[src/hw/rtl/fa_pkg.sv]
`timescale 1ns / 1ps

package fa_pkg;

  // default operand width
  localparam int unsigned FA_WIDTH = 32;

  // port widths fixed by the interface
  localparam int unsigned CMD_W  = 3;
  localparam int unsigned NUM_W  = 32;
  localparam int unsigned DEN_W  = 31;
  localparam int unsigned STAT_W = 2;

  // commands
  localparam logic [CMD_W-1:0] CMD_LOAD = 3'd0;
  localparam logic [CMD_W-1:0] CMD_ADD  = 3'd1;
  localparam logic [CMD_W-1:0] CMD_SUB  = 3'd2;
  localparam logic [CMD_W-1:0] CMD_MUL  = 3'd3;
  localparam logic [CMD_W-1:0] CMD_DIV  = 3'd4;

  // status codes
  localparam logic [STAT_W-1:0] ST_OK       = 2'd0;
  localparam logic [STAT_W-1:0] ST_ZERO_DEN = 2'd1;
  localparam logic [STAT_W-1:0] ST_OVF      = 2'd2;

endpackage

[src/hw/rtl/fa_mul.sv]
`timescale 1ns / 1ps

module fa_mul import fa_pkg::*; #(
  parameter int unsigned WIDTH = FA_WIDTH
) (
  input  logic                 clk_i,
  input  logic [WIDTH-1:0]     a_i,
  input  logic [WIDTH-1:0]     b_i,
  output logic [2*WIDTH-1:0]   p_o
);

  logic [2*WIDTH-1:0] p_d;
  logic [2*WIDTH-1:0] p_q;

  // full-width unsigned product, registered
  assign p_d = a_i * b_i;

  always_ff @(posedge clk_i) begin
    p_q <= p_d;
  end

  assign p_o = p_q;

endmodule

[config.mk]
export PLATFORM = sky130hd
export DESIGN_NAME = fa_mul
export DESIGN_NICKNAME = d
export VERILOG_FILES = /design/src/hw/rtl/fa_pkg.sv /design/src/hw/rtl/fa_mul.sv
export SDC_FILE = /design/constraint.sdc
export NUM_CORES = 2
export LEC_CHECK = 0
export ABC_AREA = 1
export BUFFER_PORTS_ARGS = -buffer_cell sky130_fd_sc_hd__clkbuf_2
export CELL_PAD_IN_SITES_DETAIL_PLACEMENT = 1
export CELL_PAD_IN_SITES_GLOBAL_PLACEMENT = 1
export CORE_ASPECT_RATIO = 1.2
export CORE_MARGIN = 3
export CORE_UTILIZATION = 49
export DETAILED_ROUTE_END_ITERATION = 16
export MAX_ROUTING_LAYER = met4
export PLACE_DENSITY = 0.85
export SLEW_MARGIN = 0
export SYNTH_ARGS = -nofsm -noshare
export SYNTH_HDL_FRONTEND = slang
export SYNTH_SLANG_ARGS = --single-unit
[constraint.sdc]
create_clock -name clk_i -period 9.1 [get_ports clk_i]
set_input_delay 1.82 -clock clk_i [delete_from_list [all_inputs] [get_ports clk_i]]
set_output_delay 1.82 -clock clk_i [all_outputs]
set_load 0.05 [all_outputs]
# == Word level (Yosys, flattened, before mapping) ==
# Cells that the tools add are included.
# totals
reg_bits,64
input_bits,65
output_inout_bits,64
elab_cells,2
# classes
n_mul,1
# ops
op,n
32-bit by 32-bit multiplier with 64-bit output,1

# == Depth between registers and ports, before layout ==
# depth
depth_word,1
ltp_mapped,30
ltp_nobuf,29

# == Least setup slack after synthesis ==
# Ideal clock, no wire load.
# synth_path
kind,input to register
start,input port a_i[25]
end,register p_q[62] (netlist: p_o[62])
setup_time_ns,0.112
arrival_ns,7.523
slack_ns,1.465
cell_stages,25
path_cell_list,clkbuf_1 > nand2_1 > fa_1 > inv_1 > fa_1 > inv_1 > fa_1 > inv_1 > fa_1 > fa_1 > fa_1 > fa_1 > inv_1 > fa_1 > inv_1 > ha_1 > nand2_1 > nor2_1 > inv_2 > nor2_4 > nand2_2 > nor3_2 > nand2_1 > nand3_1 > nand2_1
# synth_via
elab_chain_cells,1
# synth_rtl
item,line,source
from (decl),fa_mul.sv:7,"input logic [WIDTH-1:0] a_i,"
32-bit by 32-bit multiplier with 64-bit output,fa_mul.sv:16,assign p_d = a_i * b_i;
net p_d[62],fa_mul.sv:12,logic [2*WIDTH-1:0] p_d;
to (signal assigned),fa_mul.sv:19,p_q <= p_d;
to (decl),fa_mul.sv:13,logic [2*WIDTH-1:0] p_q;
# The timed path passes the listed nets, and every way through them passes these cells.

# == Worst setup path in the final report ==
# layout_path
start,input port a_i[14]
end,register p_q[63] (netlist: p_o[63])
# Same word-level chain as after synthesis.

==> flow_summary_export.csv <==
group,metric,value,unit
synthesis,ys_warn_count,0,
detailed_routing,vias,31437,
cts,cts_buffers,9,
synthesis,synth-main-ff-cell,"dfxtp_1",
synthesis,ys_seq_area_frac,0.03427,
cts,postCtsSetupRepairBufs,0,
grt,grt_pass1_vias,36916,
critical_path,critical_path_class,"primary input to flip-flop",
cts,cts_buffer_depth,2,
synthesis,avgSynthCellArea,7.446,um2
detailed_routing,drt-total-wl,128.1,mm
critical_path,cp-start-kind,"primary input",
hold_path,min_path_type,"primary input to flip-flop",
grt,grt_usage,0.3446,
grt,grt_max_degree,28,
synthesis,async_flop_share,0,
placed_design,numPortBuffers,128,
cts,clkSlewWorstSetupHoldPaths,0.07,ns
floorplan,fp-row-count,110,
critical_path,crit_arrival,8.83,ns
placed_design,place_hpwl,111.7,mm
final_layout,fin_util,0.5250,
final_layout,final_nets,6276,
placed_design,gp_congestion,0.9318,
cts,cts_num_sinks,64,
synthesis,synth_nets,6245,
cts,cts_tree,"done",
final_layout,instances_no_fill,6071,
timing,setup_viol,0,
synthesis,yosysTopAreaCellShare,0.4798,
cts,cts_max_level,3,
critical_path,critPathRequiredTime,9.36,ns
final_layout,largest_reg_flops,64,
floorplan,coreArea,75280,um2
cts,clock-root-buffer,"clkbuf_16",
synthesis,ys_top_cells_by_area,"fa_1 (48%), inv_1 (17%), nand2_1 (16%)",
synthesis,synth_area,37390,um2
timing,final-hold-violation-count,0,
detailed_routing,routed_via_density,5.178,
outcome,status,"complete, no violations",
floorplan,die_width,258.2,um
grt,grt_pass1_wl,204.2,mm
final_layout,drive_above_1_share,0.05656,
cts,cts_hold_buf,0,
timing,fmax,116.6,MHz
grt,overflow,0,
synthesis,synth_area_leader_cell,"fa_1",
floorplan,die_y,308.6,um
final_layout,synthToLayoutAreaGrowth,5.719,%
floorplan,io_pins,129,
timing,slew_headroom,0.4609,
synthesis,synth_common_cells,"inv_1 (1725), nand2_1 (1565), fa_1 (896)",
job,max-cap-violations,0,
timing,finalSetupTns,0,ns
timing,worst_pin_slew,0.8086,ns
synthesis,yosysMostFrequentCell,"inv_1",
timing,finalCriticalPeriod,8.575,ns
detailed_routing,wire_per_inst,21.10,um
synthesis,yosysUniqueCellTypes,23,
critical_path,crit_path_end_kind,"flip-flop",
detailed_routing,drt_iter0_markers,1866,
floorplan,start_util,0.4966,
timing,drv_slew,0,
synthesis,ys_ff_latch,64,
detailed_routing,remaining_drc_errors,0,
synthesis,synth_edf_count,0,
detailed_routing,detail_route.first_pass.iterations,8,
detailed_routing,detail-route-antenna-nets,0,
timing,period_share,0.9423,
synthesis,syn_inst,5021,
cts,cts_resized,0,
critical_path,critPathMaxFanout,22,
timing,rsz0062_at_grt,"no",
floorplan,die-area,79670,um2
placed_design,dp_cells,6049,
grt,antenna_found_initial,5,
critical path, stage by stage:
cell and delay (ns):
clkbuf_2 0.45, buf_4 0.38, nand2_1 0.08, inv_1 0.06, fa_1 0.50, inv_1 0.05, fa_1 0.49, inv_1 0.06
fa_1 0.49, fa_1 0.64, fa_1 0.48, fa_1 0.49, fa_1 0.57, inv_1 0.08, fa_1 0.51, inv_1 0.05
ha_1 0.36, nand2_1 0.12, nor2_1 0.15, inv_1 0.11, nor2_4 0.17, nand2_1 0.12, nor3_2 0.21, nand2_1 0.18
nand3_1 0.11, nand2_1 0.08
area by class of cell:
cell class | instances | area, um2
flip-flops and latches | 64 | 1281
inverters | 1735 | 6513
diodes | 6 | 15.01
clock inverters | 5 | 56.30
fillers | 9665 | 35760
clock buffers | 11 | 242.7
well taps | 1008 | 1261
multi-input cells | 3030 | 28870
repair buffers | 212 | 1284
metal layers:
layer | track usage | share of wire | vias up
li1 | - | - | 13675
met1 | 0.3911 | 0.37 | 16268
met2 | 0.6163 | 0.53 | 1068
met3 | 0.03979 | 0.051 | 426
met4 | 0.1492 | 0.050 | 0
met5 | - | 0 | -
kinds of logic (layout without fill, tap and decap cells):
family / after synthesis / count (layout) / synth area share
compound gates: 58 / 58 / 0.008768
simple gates: 1778 / 1778 / 0.1875
flops: 64 / 64 / 0.03427
fa+ha+maj: 1159 / 1159 / 0.5678
buf+inv: 1927 / 1963 / 0.1935
xor+xnor: 35 / 35 / 0.008199
other cells: 0 / 6 / 0
layout by cell type, fill, tap and decap left out, types with 2 or more instances in the layout:
cell type	synthesis	final
xor2_1	33	33
clkbuf_2	0	128
nand3_1	59	59
o21ai_0	2	2
nand2_1	1565	1565
clkbuf_16	0	9
o21bai_1	10	10
nor3_2	4	4
xnor2_1	2	2
ha_1	263	263
nand4_1	16	16
diode_2	0	6
nor2_2	15	15
nor3_4	2	2
nand2_2	13	13
o21bai_2	2	2
inv_1	1725	1725
clkinv_2	0	2
dfxtp_1	64	64
buf_4	0	83
nand3_2	7	7
a21oi_1	44	44
inv_2	10	10
nor2_1	79	79
nor2_4	6	6
fa_1	896	896
nor3_1	12	12
through the flow:
step                setup slack, ns  cell area, um2  hold slack, ns
floorplan                     1.465           37390           1.918
global placement             0.3336           39210           2.319
detailed placement           0.1909           39210           2.317
CTS                          0.5850           39510           2.260
global route                 0.2792           39520           2.342
finish                       0.5253           39530           2.303
final timing paths:
check	startpoint	to	slack, ns	cells past startpoint
worst max-delay path	a_i[14]	p_o[63]	0.53	26
worst min-delay path	b_i[0]	p_o[0]	2.30	4
Power is not shown: default switching activity piles up to over one toggle a cycle in this logic, so the estimate is an artifact.
