[config.mk]
export PLATFORM = sky130hd
export DESIGN_NAME = fa_div
export DESIGN_NICKNAME = d
export VERILOG_FILES = /design/src/hw/rtl/fa_pkg.sv /design/src/hw/rtl/fa_div.sv
export SDC_FILE = /design/constraint.sdc
export NUM_CORES = 1
export LEC_CHECK = 0
export BUFFER_PORTS_ARGS = -buffer_cell sky130_fd_sc_hd__buf_4
export CAP_MARGIN = 10
export CORE_UTILIZATION = 60
export DETAILED_ROUTE_END_ITERATION = 10
export PLACE_DENSITY = 0.87
export SYNTH_ARGS = -nofsm -noshare
export SYNTH_HDL_FRONTEND = slang
export SYNTH_SLANG_ARGS = --single-unit
[constraint.sdc]
create_clock -name clk_i -period 7.6 [get_ports clk_i]
set_clock_uncertainty 0.15 [all_clocks]
set_input_delay 1.52 -clock clk_i [delete_from_list [all_inputs] [get_ports clk_i]]
set_output_delay 1.52 -clock clk_i [all_outputs]
set_load 0.005 [all_outputs]
[src/hw/rtl/fa_pkg.sv]
`timescale 1ns / 1ps

package fa_pkg;

  // default operand width
  localparam int unsigned FA_WIDTH = 32;

  // port widths fixed by the interface
  localparam int unsigned CMD_W  = 3;
  localparam int unsigned NUM_W  = 32;
  localparam int unsigned DEN_W  = 31;
  localparam int unsigned STAT_W = 2;

  // commands
  localparam logic [CMD_W-1:0] CMD_LOAD = 3'd0;
  localparam logic [CMD_W-1:0] CMD_ADD  = 3'd1;
  localparam logic [CMD_W-1:0] CMD_SUB  = 3'd2;
  localparam logic [CMD_W-1:0] CMD_MUL  = 3'd3;
  localparam logic [CMD_W-1:0] CMD_DIV  = 3'd4;

  // status codes
  localparam logic [STAT_W-1:0] ST_OK       = 2'd0;
  localparam logic [STAT_W-1:0] ST_ZERO_DEN = 2'd1;
  localparam logic [STAT_W-1:0] ST_OVF      = 2'd2;

endpackage

[src/hw/rtl/fa_div.sv]
`timescale 1ns / 1ps

module fa_div import fa_pkg::*; #(
  parameter int unsigned WIDTH = FA_WIDTH
) (
  input  logic                 clk_i,
  input  logic                 rst_ni,
  input  logic                 start_i,
  input  logic [2*WIDTH-1:0]   dividend_i,
  input  logic [2*WIDTH-1:0]   divisor_i,
  output logic                 done_o,
  output logic [2*WIDTH-1:0]   quo_o,
  output logic [2*WIDTH-1:0]   rem_o
);

  localparam int unsigned PW = 2 * WIDTH;
  localparam int unsigned CW = $clog2(PW);

  logic          busy_q, busy_d;
  logic          done_q, done_d;
  logic [CW-1:0] cnt_q, cnt_d;
  logic [PW-1:0] dvs_q, dvs_d;
  logic [PW-1:0] quo_q, quo_d;
  logic [PW-1:0] rem_q, rem_d;
  logic [PW:0]   trial;
  logic [PW:0]   diff;
  logic          fits;

  // restoring division, one quotient bit a cycle
  assign trial = {rem_q, quo_q[PW-1]};
  assign diff  = trial - {1'b0, dvs_q};
  assign fits  = trial >= {1'b0, dvs_q};

  always_comb begin
    busy_d = busy_q;
    done_d = 1'b0;
    cnt_d  = cnt_q;
    dvs_d  = dvs_q;
    quo_d  = quo_q;
    rem_d  = rem_q;
    if (start_i) begin
      busy_d = 1'b1;
      cnt_d  = CW'(PW - 1);
      dvs_d  = divisor_i;
      quo_d  = dividend_i;
      rem_d  = '0;
    end else if (busy_q) begin
      rem_d = fits ? diff[PW-1:0] : trial[PW-1:0];
      quo_d = {quo_q[PW-2:0], fits};
      if (cnt_q == '0) begin
        busy_d = 1'b0;
        done_d = 1'b1;
      end else begin
        cnt_d = cnt_q - 1'b1;
      end
    end
  end

  // control
  always_ff @(posedge clk_i or negedge rst_ni) begin
    if (!rst_ni) begin
      busy_q <= 1'b0;
      done_q <= 1'b0;
      cnt_q  <= '0;
    end else begin
      busy_q <= busy_d;
      done_q <= done_d;
      cnt_q  <= cnt_d;
    end
  end

  // datapath
  always_ff @(posedge clk_i) begin
    dvs_q <= dvs_d;
    quo_q <= quo_d;
    rem_q <= rem_d;
  end

  assign done_o = done_q;
  assign quo_o  = quo_q;
  assign rem_o  = rem_q;

endmodule

# Word level (Yosys, flattened, before mapping)

Index checks and enable logic that the tools add are counted.

Div/mod/pow operators: 0
Reductions and logical operators: 3
Bitwise logic cells: 0
Add/sub/neg operators: 2
Equality and inequality tests: 1
Muxes and demuxes: 12
$lt $le $gt $ge: 1
Multipliers: 0
Shift operators: 0

Operators with widths:

| cell                                             | count |
|---|---|
| 2-to-1 mux 64 bit                                | 3 |
| greater-or-equal comparator 65 x 64 -> 1 bit     | 1 |
| subtractor 64 bit                                | 1 |
| 2-to-1 mux 6 bit                                 | 3 |
| zero test 6 bit                                  | 1 |
| 2-to-1 mux 1 bit                                 | 6 |
| subtractor 6 x 1 -> 6 bit, second input constant | 1 |
| != test 2 bit, second input constant             | 1 |
| AND reduction 2 bit                              | 1 |
| nonzero test 2 bit                               | 1 |

Register bits after elaboration: 200
Memories kept: 0
Bits in read-only memories: 0
Latch bits: 0
Output and inout port bits: 129
Word-level logic and storage cells: 25
Input port bits: 131
Bits in writable memories: 0

# Longest topological paths before layout

Depth after elaboration: 4
Gate-level depth with buffers: 15

# Worst setup path after synthesis

No wires, ideal clock.

Path type: input -> register
Start point: input port start_i
End point: register quo_q[0], in the netlist quo_o[0], enable pin
Data arrival time: 3.104 ns
Slack: 3.928 ns
Data required time: 7.032 ns
Cell stages on the path: 3
Library setup time: 0.418 ns
Path buffers: 1
Cells stage by stage: clkbuf_1 nor2_1 inv_1

Cells in the longest elaborated chain, start to end: 1

Ends and longest elaborated chain:

| element                             | line         | text |
|---|---|---|
| start: declaration                  | fa_div.sv:8  | `input logic start_i,` |
| nonzero test 2 bit (no source line) | -            |  |
| end signal: assignment              | fa_div.sv:75 | `quo_q <= quo_d;` |
| end: declaration                    | fa_div.sv:23 | `logic [PW-1:0] quo_q, quo_d;` |

Every way passes these cells.
A chain may end at the register's enable or synchronous reset.

# Final worst setup path

Start point: register dvs_q[11]
End point: register rem_q[44], in the netlist rem_o[44]

Cells in the longest elaborated chain, start to end: 2

Ends and longest elaborated chain:

| element                                                                           | line                       | text |
|---|---|---|
| start: declaration                                                                | fa_div.sv:22               | `logic [PW-1:0] dvs_q, dvs_d;` |
| start signal: assignment                                                          | fa_div.sv:74               | `dvs_q <= dvs_d;` |
| subtractor 64 bit or greater-or-equal comparator 65 x 64 -> 1 bit (tied branches) | fa_div.sv:31, fa_div.sv:32 |  |
| 2-to-1 mux 64 bit (*)                                                             | fa_div.sv:48               | `rem_d = fits ? diff[PW-1:0] : trial[PW-1:0];` |
| end signal: assignment                                                            | fa_div.sv:76               | `rem_q <= rem_d;` |
| end: declaration                                                                  | fa_div.sv:24               | `logic [PW-1:0] rem_q, rem_d;` |

Every way passes the cells marked *; elsewhere a longest branch is shown, timed or not.

==> flow_metrics.env <==
export IMPL_status="completed"
export IMPL_clockRootBuffer="clkbuf_16"
export IMPL_cts_tree="done"
export IMPL_grt_usage=0.316
export IMPL_dp_hpwl_um=24600
export IMPL_synth_area_leaders="edfxtp_1 (32%), dfxtp_1 (11%), ha_1 (6.8%), mux2_2 (6.0%), a21oi_1 (3.4%)"
export IMPL_slowest_delay_ns=0.69
export IMPL_powerDensity_nw_per_um2=314
export IMPL_htree_num_levels=4
export IMPL_worstPathCellList="inv_1 -> ha_1 -> nand4_1 -> nor4_1 -> o311ai_0 -> a31oi_1 -> o21ai_1 -> a21oi_1 -> or2_2 -> buf_4 -> nand3_1 -> a311oi_1"
export IMPL_n_antenna_cell=0
export IMPL_synth_most_common_cell="edfxtp_1"
export IMPL_regToRegSetupSlack_ns=2.99
export IMPL_ff_latch_area_um2=5330
export IMPL_drtIter0Drc=935
export IMPL_start_util=0.618
export IMPL_die_h_um=145
export IMPL_worstSetupStartpoint="dvs_q[11]$_DFFE_PP_"
export IMPL_finalCritPeriodShare=0.607
export IMPL_fmax_mhz=217
export IMPL_post_drt_via_cell_ratio=6.17
export IMPL_std_cell_rows=51
export IMPL_cts_hold_buf=0
export IMPL_fin_cells=1749
export IMPL_grt_pass1_wl_um=51000
export IMPL_reg2regPathDepth=12
export IMPL_synth_edff_count=128
export IMPL_yosysSeqAreaShare=0.437
export IMPL_hold_ws_ns=0.368
export IMPL_synth_area_um2=12200
export IMPL_finalWirelength_um=33300
export IMPL_ioPinCount=260
export IMPL_stdcell_area_um2=14900
export IMPL_port_buffers=259
export IMPL_path_depth=12
export IMPL_setup_tns_ns=0
export IMPL_n_fill_cell=1375
export IMPL_cp_arrival_ns=4.80
export IMPL_vias=10800
export IMPL_rsz0062_at_grt="no"
export IMPL_crit_buf_inv=2
export IMPL_multi_input_area_um2=6250
export IMPL_grt_pass1_vias=10100
export IMPL_cp_start_kind="register"
export IMPL_setup_viol=0
export IMPL_fin_crit_ns=4.61
export IMPL_async_reset_ff_frac=0.0400
export IMPL_synthCells=1255
export IMPL_slew_headroom=0.301
export IMPL_gp_congestion=1.00
export IMPL_drv_slew=0
export IMPL_r2r_start="dvs_q[11]$_DFFE_PP_"
export IMPL_irDropWorstVdd_mv=0.182
export IMPL_synth_nets=1453
export IMPL_crit_path_top_delay_cell="or2_2"
export IMPL_synth_top_area_cell="edfxtp_1"
export IMPL_dp_cells=1717
export IMPL_grt_antenna_before_repair=0
export IMPL_grt_overflow_total=0
export IMPL_layout_nets=1669
export IMPL_synth_commonest_cells="edfxtp_1 (128), nor2_1 (104), nand2_1 (96)"
export IMPL_clkSlewWorstSetupHoldPaths_ns=0.09
export IMPL_area_growth_pct=21.8
export IMPL_synth_seq_cells=200
export IMPL_tightest_slew_ns=1.04
export IMPL_clkLatencyLatePin_ns=0.45
export IMPL_grt_max_degree=84
export IMPL_wl_per_cell_um=19.0
export IMPL_hold_path_depth=2
export IMPL_dpl_instance_area_um2=14200
export IMPL_ys_flop_type="edfxtp_1"
export IMPL_synth_top_cell_area_share=0.315
export IMPL_cp_end_kind="register"
export IMPL_die_area_um2=20900
export IMPL_final_hold_viol_count=0
export IMPL_clock_sinks=200
export IMPL_path_max_fanout=35
export IMPL_synth_warnings=0
export IMPL_drive_gt1_frac=0.253
export IMPL_post_cts_setup_buffers=0
export IMPL_min_path_type="reg2reg"
export IMPL_synth_cell_types=62
export IMPL_cap_violations=0
export IMPL_cts_buffers=17
export IMPL_drc=0
export IMPL_drt_pre_antenna_iters=6
export IMPL_avgSynthCellArea_um2=9.72
export IMPL_post_cts_resized=0
export IMPL_dieWidth_um=145
export IMPL_cts_buffer_depth=2
export IMPL_worstPathRequired_ns=7.78
export IMPL_worst_r2r_endpoint="rem_o[44]$_SDFFE_PP0P_"
export IMPL_p_leak_nw=6.45
export IMPL_cp_top_family="compound AO/OA/AOI/OAI gates"
export IMPL_cp_endpoint="rem_o[44]$_SDFFE_PP0P_"
export IMPL_crit_type="reg2reg"
export IMPL_core_area_um2=19700
export IMPL_ant_nets=0
## sequential cells by signal, summed over array words and instances, names as in the netlist
signal and cells:
busy_q 1, dvs_q 64, quo_o 64, cnt_q 6, rem_o 64, done_o 1
## metal layers
layer,global-route usage,wire length (µm)
met5,0,0
met4,0.118,1020
met3,0.0672,3030
met2,0.539,16100
met1,0.392,13100
## cells in the final DEF (no fill, tap or decap), drive strengths merged, types with 7 or more instances in the layout
cell / instances
or3: 17
mux2: 65
nor2b: 9
nand4: 29
dfrtp: 8
and2: 10
nand3: 14
clkinv: 9
a311oi: 19
dfxtp: 64
o22ai: 9
a21boi: 10
inv: 90
nor2: 104
edfxtp: 128
nor4: 7
o21bai: 13
a2111oi: 7
nor3: 18
nand2b: 17
a21oi: 83
mux2i: 39
o21ai: 60
nand2: 96
a211oi: 39
xnor2: 23
ha: 66
clkbuf: 18
a31oi: 15
xor2: 23
buf: 266
a21o: 31
o21a: 9
## metrics by stage
stage | utilization | setup slack [ns] | power (W)
6_report | 0.753 | 2.99 | 0.00467
3_5_place_dp | 0.722 | 3.09 | 0.00370
4_1_cts | 0.753 | 3.04 | 0.00464
2_1_floorplan | - | 3.93 | 0.00300
3_3_place_gp | 0.722 | 3.24 | 0.00365
5_1_grt | 0.753 | 2.65 | 0.00493
## power by group
group,internal [W],total (W),switching (W)
clock network,0.000453,0.000937,0.000484
logic,0.000966,0.00219,0.00122
registers,0.00136,0.00154,0.000184
total,0.00278,0.00467,0.00189
## how the worst min path moves through the flow
stage,from,end
6_report,rem_o[31]$_SDFFE_PP0P_,rem_o[31]$_SDFFE_PP0P_
2_1_floorplan,cnt_q[0]$_DFFE_PN0P_,cnt_q[0]$_DFFE_PN0P_
3_3_place_gp,cnt_q[0]$_DFFE_PN0P_,cnt_q[0]$_DFFE_PN0P_
3_5_place_dp,rem_o[23]$_SDFFE_PP0P_,rem_o[24]$_SDFFE_PP0P_
5_1_grt,rem_o[44]$_SDFFE_PP0P_,rem_o[45]$_SDFFE_PP0P_
4_1_cts,cnt_q[0]$_DFFE_PN0P_,cnt_q[0]$_DFFE_PN0P_
## cells by family (layout without fill, tap and decap cells)
family	after synthesis	in the layout	synth area share
and+or+nand+nor	347	347	0.136
AOI/OAI and AO/OA	337	337	0.182
DFF	200	200	0.437
buffers and inverters	154	383	0.0508
muxes	104	104	0.0920
adders and majority gates	67	67	0.0694
xor gates and xnor gates	46	46	0.0330
## worst reg2reg max path: stages, from the launching register on
cell,delay (ns)
edfxtp_1,0.35
inv_1,0.06
ha_1,0.46
nand4_1,0.17
nor4_1,0.24
o311ai_0,0.25
a31oi_1,0.31
o21ai_1,0.11
a21oi_1,0.62
or2_2,0.69
buf_4,0.59
nand3_1,0.18
a311oi_1,0.31
## area by class of cell
type                    count  area share
inverters                  85      0.0215
clock inverters            14      0.0131
repair buffers            266       0.135
flip-flops and latches    200       0.359
well taps                 265      0.0223
clock buffers              18      0.0289
multi-input cells         901       0.421
(Power assumes the default switching activity.)
