===== config.mk =====
export PLATFORM = sky130hd
export DESIGN_NAME = fa_gcd
export DESIGN_NICKNAME = d
export VERILOG_FILES = /design/src/hw/rtl/fa_pkg.sv /design/src/hw/rtl/fa_gcd.sv
export SDC_FILE = /design/constraint.sdc
export NUM_CORES = 1
export LEC_CHECK = 0
export BUFFER_PORTS_ARGS = -buffer_cell sky130_fd_sc_hd__buf_2
export CAP_MARGIN = 20
export CORE_MARGIN = 8
export CORE_UTILIZATION = 52
export DETAILED_ROUTE_END_ITERATION = 8
export GPL_ROUTABILITY_DRIVEN = 0
export PLACE_DENSITY = 0.73
export SETUP_SLACK_MARGIN = 0.15
export SLEW_MARGIN = 5
export SYNTH_ARGS = -nofsm -noshare
export SYNTH_HDL_FRONTEND = slang
export SYNTH_SLANG_ARGS = --single-unit

===== constraint.sdc =====
create_clock -name clk_i -period 5.6 [get_ports clk_i]
set_input_delay 0 -clock clk_i [delete_from_list [all_inputs] [get_ports clk_i]]
set_output_delay 0 -clock clk_i [all_outputs]
set_load 0.02 [all_outputs]

===== src/hw/rtl/fa_pkg.sv =====
`timescale 1ns / 1ps

package fa_pkg;

  // default operand width
  localparam int unsigned FA_WIDTH = 32;

  // port widths fixed by the interface
  localparam int unsigned CMD_W  = 3;
  localparam int unsigned NUM_W  = 32;
  localparam int unsigned DEN_W  = 31;
  localparam int unsigned STAT_W = 2;

  // commands
  localparam logic [CMD_W-1:0] CMD_LOAD = 3'd0;
  localparam logic [CMD_W-1:0] CMD_ADD  = 3'd1;
  localparam logic [CMD_W-1:0] CMD_SUB  = 3'd2;
  localparam logic [CMD_W-1:0] CMD_MUL  = 3'd3;
  localparam logic [CMD_W-1:0] CMD_DIV  = 3'd4;

  // status codes
  localparam logic [STAT_W-1:0] ST_OK       = 2'd0;
  localparam logic [STAT_W-1:0] ST_ZERO_DEN = 2'd1;
  localparam logic [STAT_W-1:0] ST_OVF      = 2'd2;

endpackage


===== src/hw/rtl/fa_gcd.sv =====
`timescale 1ns / 1ps

module fa_gcd import fa_pkg::*; #(
  parameter int unsigned WIDTH = FA_WIDTH
) (
  input  logic                 clk_i,
  input  logic                 rst_ni,
  input  logic                 start_i,
  input  logic [2*WIDTH-1:0]   a_i,
  input  logic [2*WIDTH-1:0]   b_i,
  output logic                 done_o,
  output logic [2*WIDTH-1:0]   g_o
);

  localparam int unsigned PW = 2 * WIDTH;
  localparam int unsigned SW = $clog2(PW);

  logic          busy_q, busy_d;
  logic          done_q, done_d;
  logic [PW-1:0] a_q, a_d;
  logic [PW-1:0] b_q, b_d;
  logic [SW-1:0] sh_q, sh_d;

  // one binary gcd step per cycle: strip twos, subtract, then restore common twos
  always_comb begin
    busy_d = busy_q;
    done_d = 1'b0;
    a_d    = a_q;
    b_d    = b_q;
    sh_d   = sh_q;
    if (start_i) begin
      busy_d = 1'b1;
      a_d    = a_i;
      b_d    = b_i;
      sh_d   = '0;
    end else if (busy_q) begin
      if (b_q == '0) begin
        if (sh_q == '0) begin
          busy_d = 1'b0;
          done_d = 1'b1;
        end else begin
          a_d  = a_q << 1;
          sh_d = sh_q - 1'b1;
        end
      end else if (a_q == '0) begin
        a_d = b_q;
        b_d = '0;
      end else if (!a_q[0] && !b_q[0]) begin
        a_d  = a_q >> 1;
        b_d  = b_q >> 1;
        sh_d = sh_q + 1'b1;
      end else if (!a_q[0]) begin
        a_d = a_q >> 1;
      end else if (!b_q[0]) begin
        b_d = b_q >> 1;
      end else if (a_q > b_q) begin
        a_d = b_q;
        b_d = a_q - b_q;
      end else begin
        b_d = b_q - a_q;
      end
    end
  end

  // control
  always_ff @(posedge clk_i or negedge rst_ni) begin
    if (!rst_ni) begin
      busy_q <= 1'b0;
      done_q <= 1'b0;
    end else begin
      busy_q <= busy_d;
      done_q <= done_d;
    end
  end

  // operands
  always_ff @(posedge clk_i) begin
    a_q  <= a_d;
    b_q  <= b_d;
    sh_q <= sh_d;
  end

  assign done_o = done_q;
  assign g_o    = a_q;

endmodule


# Word-level counts from Yosys, hierarchy flattened
# Index checks and enable logic that the tools add are counted.
# op_classes
add_sub_neg,4
magnitude_cmp,1
eq_ne,6
n_mux,29
n_reduce_logical,13
# op_table
cell,n
$mux W64,17
$logic_not A64 Y1,2
$sub A64 B64 Y64,2
$gt A64 B64 Y1,1
$mux W6,4
$ne A6 B2 Y1 const B,2
$mux W1,8
$reduce_and A4 Y1,2
$add A6 B1 Y6 const B,1
$logic_not A6 Y1,1
$ne A2 B2 Y1 const B,3
$sub A6 B1 Y6 const B,1
$reduce_bool A2 Y1,2
$reduce_bool A4 Y1,1
$ne A3 B3 Y1 const B,1
$reduce_and A3 Y1,1
$logic_not A1 Y1,2
$reduce_and A2 Y1,1
$logic_and A1 B1 Y1,1
# totals
ff_bits,136
in_bits,131
output_inout_bits,65
elab_cells,59

# Logic depth before layout (Yosys ltp)
# depth
word_depth,9
ltp_mapped,19
depth_no_buf,15

# Worst setup path after synthesis
# Ideal clock, no wire load.
# synth_path
path_kind,reg-to-reg
startpoint,"register a_q[0], in the netlist g_o[0]"
endpoint,"register a_q[10], in the netlist g_o[10], enable pin"
setup_time_ps,425
arrival_ps,4294
required_ps,5175
slack_ps,881
path_stages_with_launch,16
path_buffers,3
period_less_slack_ps,4719
path_cell_list,edfxtp_1 -> clkbuf_1 -> inv_1 -> ha_1 -> inv_1 -> fa_1 -> nand3_1 -> a211oi_2 -> o21bai_1 -> o41ai_4 -> a21oi_2 -> o31a_1 -> buf_4 -> buf_2 -> nor2_1 -> o21a_1
# synth_via
elab_chain_len,4
word_cells_on_any_way,7
cone_classes,1 x order compare; 2 x eq/ne; 4 x reduce/logical
# synth_rtl
item,line,text
from (decl),fa_gcd.sv:20,"logic [PW-1:0] a_q, a_d;"
from (signal assigned),fa_gcd.sv:78,a_q <= a_d;
"parallel branches: the longest is 3 deep, another holds $gt A64 B64 Y1",n/a,
$reduce_and A4 Y1 (no line) *,n/a,
# Every way passes the cells marked *.
# A chain may end at the register's enable or synchronous reset.

# Worst setup path after layout
# layout_path
startpoint,"register a_q[0], in the netlist g_o[0]"
endpoint,register b_q[54] (data pin)
# layout_via
elab_chain_len,9
word_cells_on_any_way,14
cone_classes,2 x add/sub; 1 x order compare; 8 x mux; 3 x reduce/logical
# layout_rtl
item,line,text
"$sub A64 B64 Y64, or another cell as far along",fa_gcd.sv:60,b_d = b_q - a_q;
$mux W64,fa_gcd.sv:56,end else if (a_q > b_q) begin
$mux W64,fa_gcd.sv:54,end else if (!b_q[0]) begin
$mux W64,fa_gcd.sv:52,end else if (!a_q[0]) begin
$mux W64,fa_gcd.sv:48,end else if (!a_q[0] && !b_q[0]) begin
$mux W64 *,fa_gcd.sv:45,end else if (a_q == '0) begin
$mux W64 *,fa_gcd.sv:37,if (b_q == '0) begin
$mux W64 *,fa_gcd.sv:36,end else if (busy_q) begin
$mux W64 *,fa_gcd.sv:31,if (start_i) begin
net b_d[54],fa_gcd.sv:21,"logic [PW-1:0] b_q, b_d;"
to (signal assigned),fa_gcd.sv:79,b_q <= b_d;
to (decl),fa_gcd.sv:21,
# The timed path passes the listed nets; every way through them passes the cells marked *. The select of a mux whose other input is x is not followed.

==> results.toml <==
[run_status]
status = "completed"

[grt]
track_usage_pct = 32.2
gr-total-overflow = 0
grt_start_max_net_pins = 85
grt_pass1_vias = 16700
grt_pass1_wl_mm = 92.8
antenna_found_initial = 1

[cells_and_area]
area_growth_syn_to_layout_pct = 19.1
final_nets = 2527
multi_input_area_um2 = 10400
regArea_um2 = 4010
stdcell_count = 2664
utilization_pct = 62.9
diodes = 0
layout-drive-gt1-share_pct = 12.9
fill_cells = 2592

[cts]
cts_tree = "built"
cts_resized = 0
insertion_delay_ns = 0.46
postCtsSetupRepairBufs = 0
ctsHoldBuffers = 131
htreeDepth = 4
cts_buffers = 17
clock_path_buffers = 2
cts.clk_slew.worst_paths_ns = 0.08
clock_sinks = 136
root_buffer = "clkbuf_16"

[worst_setup_path]
crit_fanout = 10
critPathSlowestCell = "edfxtp_1"
r2r_start = "g_o[0]$_DFFE_PP_"
regToRegSetupSlack_ns = 0.99
r2r_cells = 14
critPathCaptureType = "flop"
path_common_cell = "a21oi_1"
path_cells = "ha_1 -> inv_1 -> fa_1 -> a21o_1 -> a221oi_2 -> o221ai_1 -> a211oi_1 -> a21oi_1 -> a21oi_1 -> nand2b_1 -> a32oi_2 -> a31oi_1 -> nor3_1 -> a211o_1"
cp.required_ns = 5.80
critPathArrivalTime_ns = 4.81
start_kind = "flop"
crit_type = "reg2reg"
rr_endpoint = "b_q[54]$_DFFE_PP_"
cp_slowest_stage_delay_ns = 0.63

[detailed_routing]
drtPass1Iterations = 7
drc = 0
wire_per_inst_um = 22.4
drtAntennaViolNets = 0
num_vias = 17300
drtIter0Drc = 2701
drt_wl_total_mm = 59.5
vias_per_cell = 6.50

[power]
internal-power_uw = 4790
p_sw_share_pct = 54.2
p_switching_uw = 5670
seq_power_share_pct = 20.3
p_per_area_nw_per_um2 = 562
vdd_drop_max_v = 0.000285
pwr-share-clk_pct = 11.3
p_leak_uw = 0.00837
p_comb_share_pct = 68.4

[sta]
worst_slew_pin_slew_ns = 1.24
finalClockSkew_ns = 0.0181
setup_viol = 0
period_share_pct = 82.3
fmax_ghz = 0.217
setup_tns_ns = 0
hold_ws_ns = 0.350
hold_viol = 0
maxSlewViolCount = 0
period_needed_ns = 4.61
rsz0062_at_grt = "no"
slew_headroom_pct = 16.7

[floorplan]
core_area_um2 = 29600
io_pins = 196
fp.dieArea_um2 = 35900
core.rowCount = 63
die_h_um = 189
start_util_pct = 52.8
die-width_um = 189

[place]
post-dp-hpwl_mm = 42.9
portBuffers = 195
dp.cells = 2499

[worst_hold_path]
hp-class = "in2reg"
min-delay-start = "b_i[47]"
hold_path_depth = 4
min_to = "b_q[47]$_DFFE_PP_"

[synth]
yosys-top-cells-area = "edfxtp_1, ha_1, a21oi_1"
synth-main-ff-cell = "edfxtp_1"
ys_warn_count = 0
syn_nets = 2295
syn_area_um2 = 15600
syn_avg_cell_area_um2 = 7.71
ys_types = 88
synth.yosys.seq_area_share_pct = 25.7
async_flop_share_pct = 1.47
synth_top_cell_area_share_pct = 24.6
synth_edf_count = 128
syn_inst = 2029
synth.largest_area_cell = "edfxtp_1"
yosys_register_bits = 136

[job]
maxCapViolCount = 0
critical path: cells and delay by family, from the launching register on:
| family | cells | cell delay (ns) |
|---|---|---|
| AND/OR/NAND/NOR | 2 | 0.26 |
| AO/OA/AOI/OAI | 9 | 2.75 |
| buffers and inverters | 1 | 0.06 |
| flip-flops | 1 | 0.63 |
| adder cells (fa/ha/maj) | 2 | 0.65 |
synthesized netlist by cell type (4+ instances only):
cell	n
buf_1	7
inv_1	164
a22o_1	28
and3_1	6
a221o_1	4
mux2i_1	78
a221oi_2	4
buf_6	7
xor2_1	26
ha_1	132
nor2_1	173
a221oi_1	8
a21boi_0	9
o21a_1	14
or2_2	7
nor3_1	21
a21o_1	59
a31oi_1	19
or3_1	4
edfxtp_1	128
o211ai_1	15
a21oi_1	250
a311oi_1	4
a211oi_1	20
nor2b_1	6
nand4_1	41
o21ai_1	32
buf_2	38
dfxtp_1	6
o2111ai_1	4
xnor2_1	40
a32oi_1	10
o21ai_0	198
o221ai_1	8
buf_4	4
nand2_1	206
nor4_1	44
o31ai_1	7
clkbuf_1	77
nand3_1	12
o21bai_1	31
o22ai_1	6
metrics by stage:
step	total power [uW]	area, um^2	setup WS, ns
floorplan	7040	15600	0.881
global placement	8740	16700	1.06
detailed placement	8820	16700	0.873
CTS	10100	18600	0.880
global route	11100	18600	0.810
finish	10500	18600	0.991
routing by layer:
layer	up-vias	track usage (%)	part of all wire, %
met4	2	16.3	5.1
met5	-	0	0.020
met3	222	8.55	12
li1	7873	-	-
met1	8043	41.0	39
met2	1164	49.5	44
registers in the layout, indices dropped and copies added (netlist names):
register	cells
b_q	64
done_o	1
busy_q	1
sh_q	6
g_o	64
cell type report:
class / count / share of cell area [%]
clock buffer: 18 / 2.36
clock inverter: 14 / 0.752
inverter: 165 / 3.34
multi-input combinational: 1594 / 56.0
sequential: 136 / 21.5
tap: 390 / 2.62
timing repair buffer: 347 / 13.4
placed cells by master (no fill, tap or decap), drive strengths merged, types with 11 or more instances in the layout:
cell type	n
ha	132
a21o	59
o21ai	230
xor2	26
nand3	12
o21bai	31
a211oi	21
inv	170
a21oi	251
mux2i	79
nor4	48
nand4	43
nor3	21
a31oi	19
a221oi	12
o21a	14
nand2	208
buf	216
nor2	173
xnor2	40
edfxtp	128
a22o	28
a32oi	11
o211ai	15
clkbuf	18
dlygate4sd3	131
how the worst max path moves through the flow:
| stage | from | to | slack (ns) | cells past startpoint |
|---|---|---|---|---|
| 2_1_floorplan | g_o[0]$_DFFE_PP_ | g_o[10]$_DFFE_PP_ | 0.88 | 15 |
| 3_3_place_gp | g_o[0]$_DFFE_PP_ | b_q[16]$_DFFE_PP_ | 1.06 | 15 |
| 3_5_place_dp | g_o[0]$_DFFE_PP_ | b_q[32]$_DFFE_PP_ | 0.87 | 15 |
| 4_1_cts | g_o[0]$_DFFE_PP_ | b_q[32]$_DFFE_PP_ | 0.88 | 15 |
| 5_1_grt | g_o[0]$_DFFE_PP_ | b_q[29]$_DFFE_PP_ | 0.81 | 17 |
| 6_report | g_o[0]$_DFFE_PP_ | b_q[54]$_DFFE_PP_ | 0.99 | 14 |
cells by family after synthesis:
| kind of cell | share of synthesized area [%] |
|---|---|
| multiplexers | 5.18 |
| AND/OR/NAND/NOR | 16.0 |
| AO/OA/AOI/OAI | 30.6 |
| XOR/XNOR | 3.70 |
| buffers and inverters | 7.92 |
| flip-flops | 25.7 |
| adder cells (fa/ha/maj) | 10.9 |
power by group through the flow:
| stage | clock network (uW) | registers, uW | logic [uW] |
|---|---|---|---|
| global placement | 0 | 2110 | 6630 |
| floorplan | 0 | 2010 | 5030 |
| global route | 1210 | 2150 | 7690 |
| CTS | 1170 | 2100 | 6830 |
| finish | 1180 | 2130 | 7160 |
| detailed placement | 0 | 2120 | 6710 |
(Power assumes the default switching activity.)
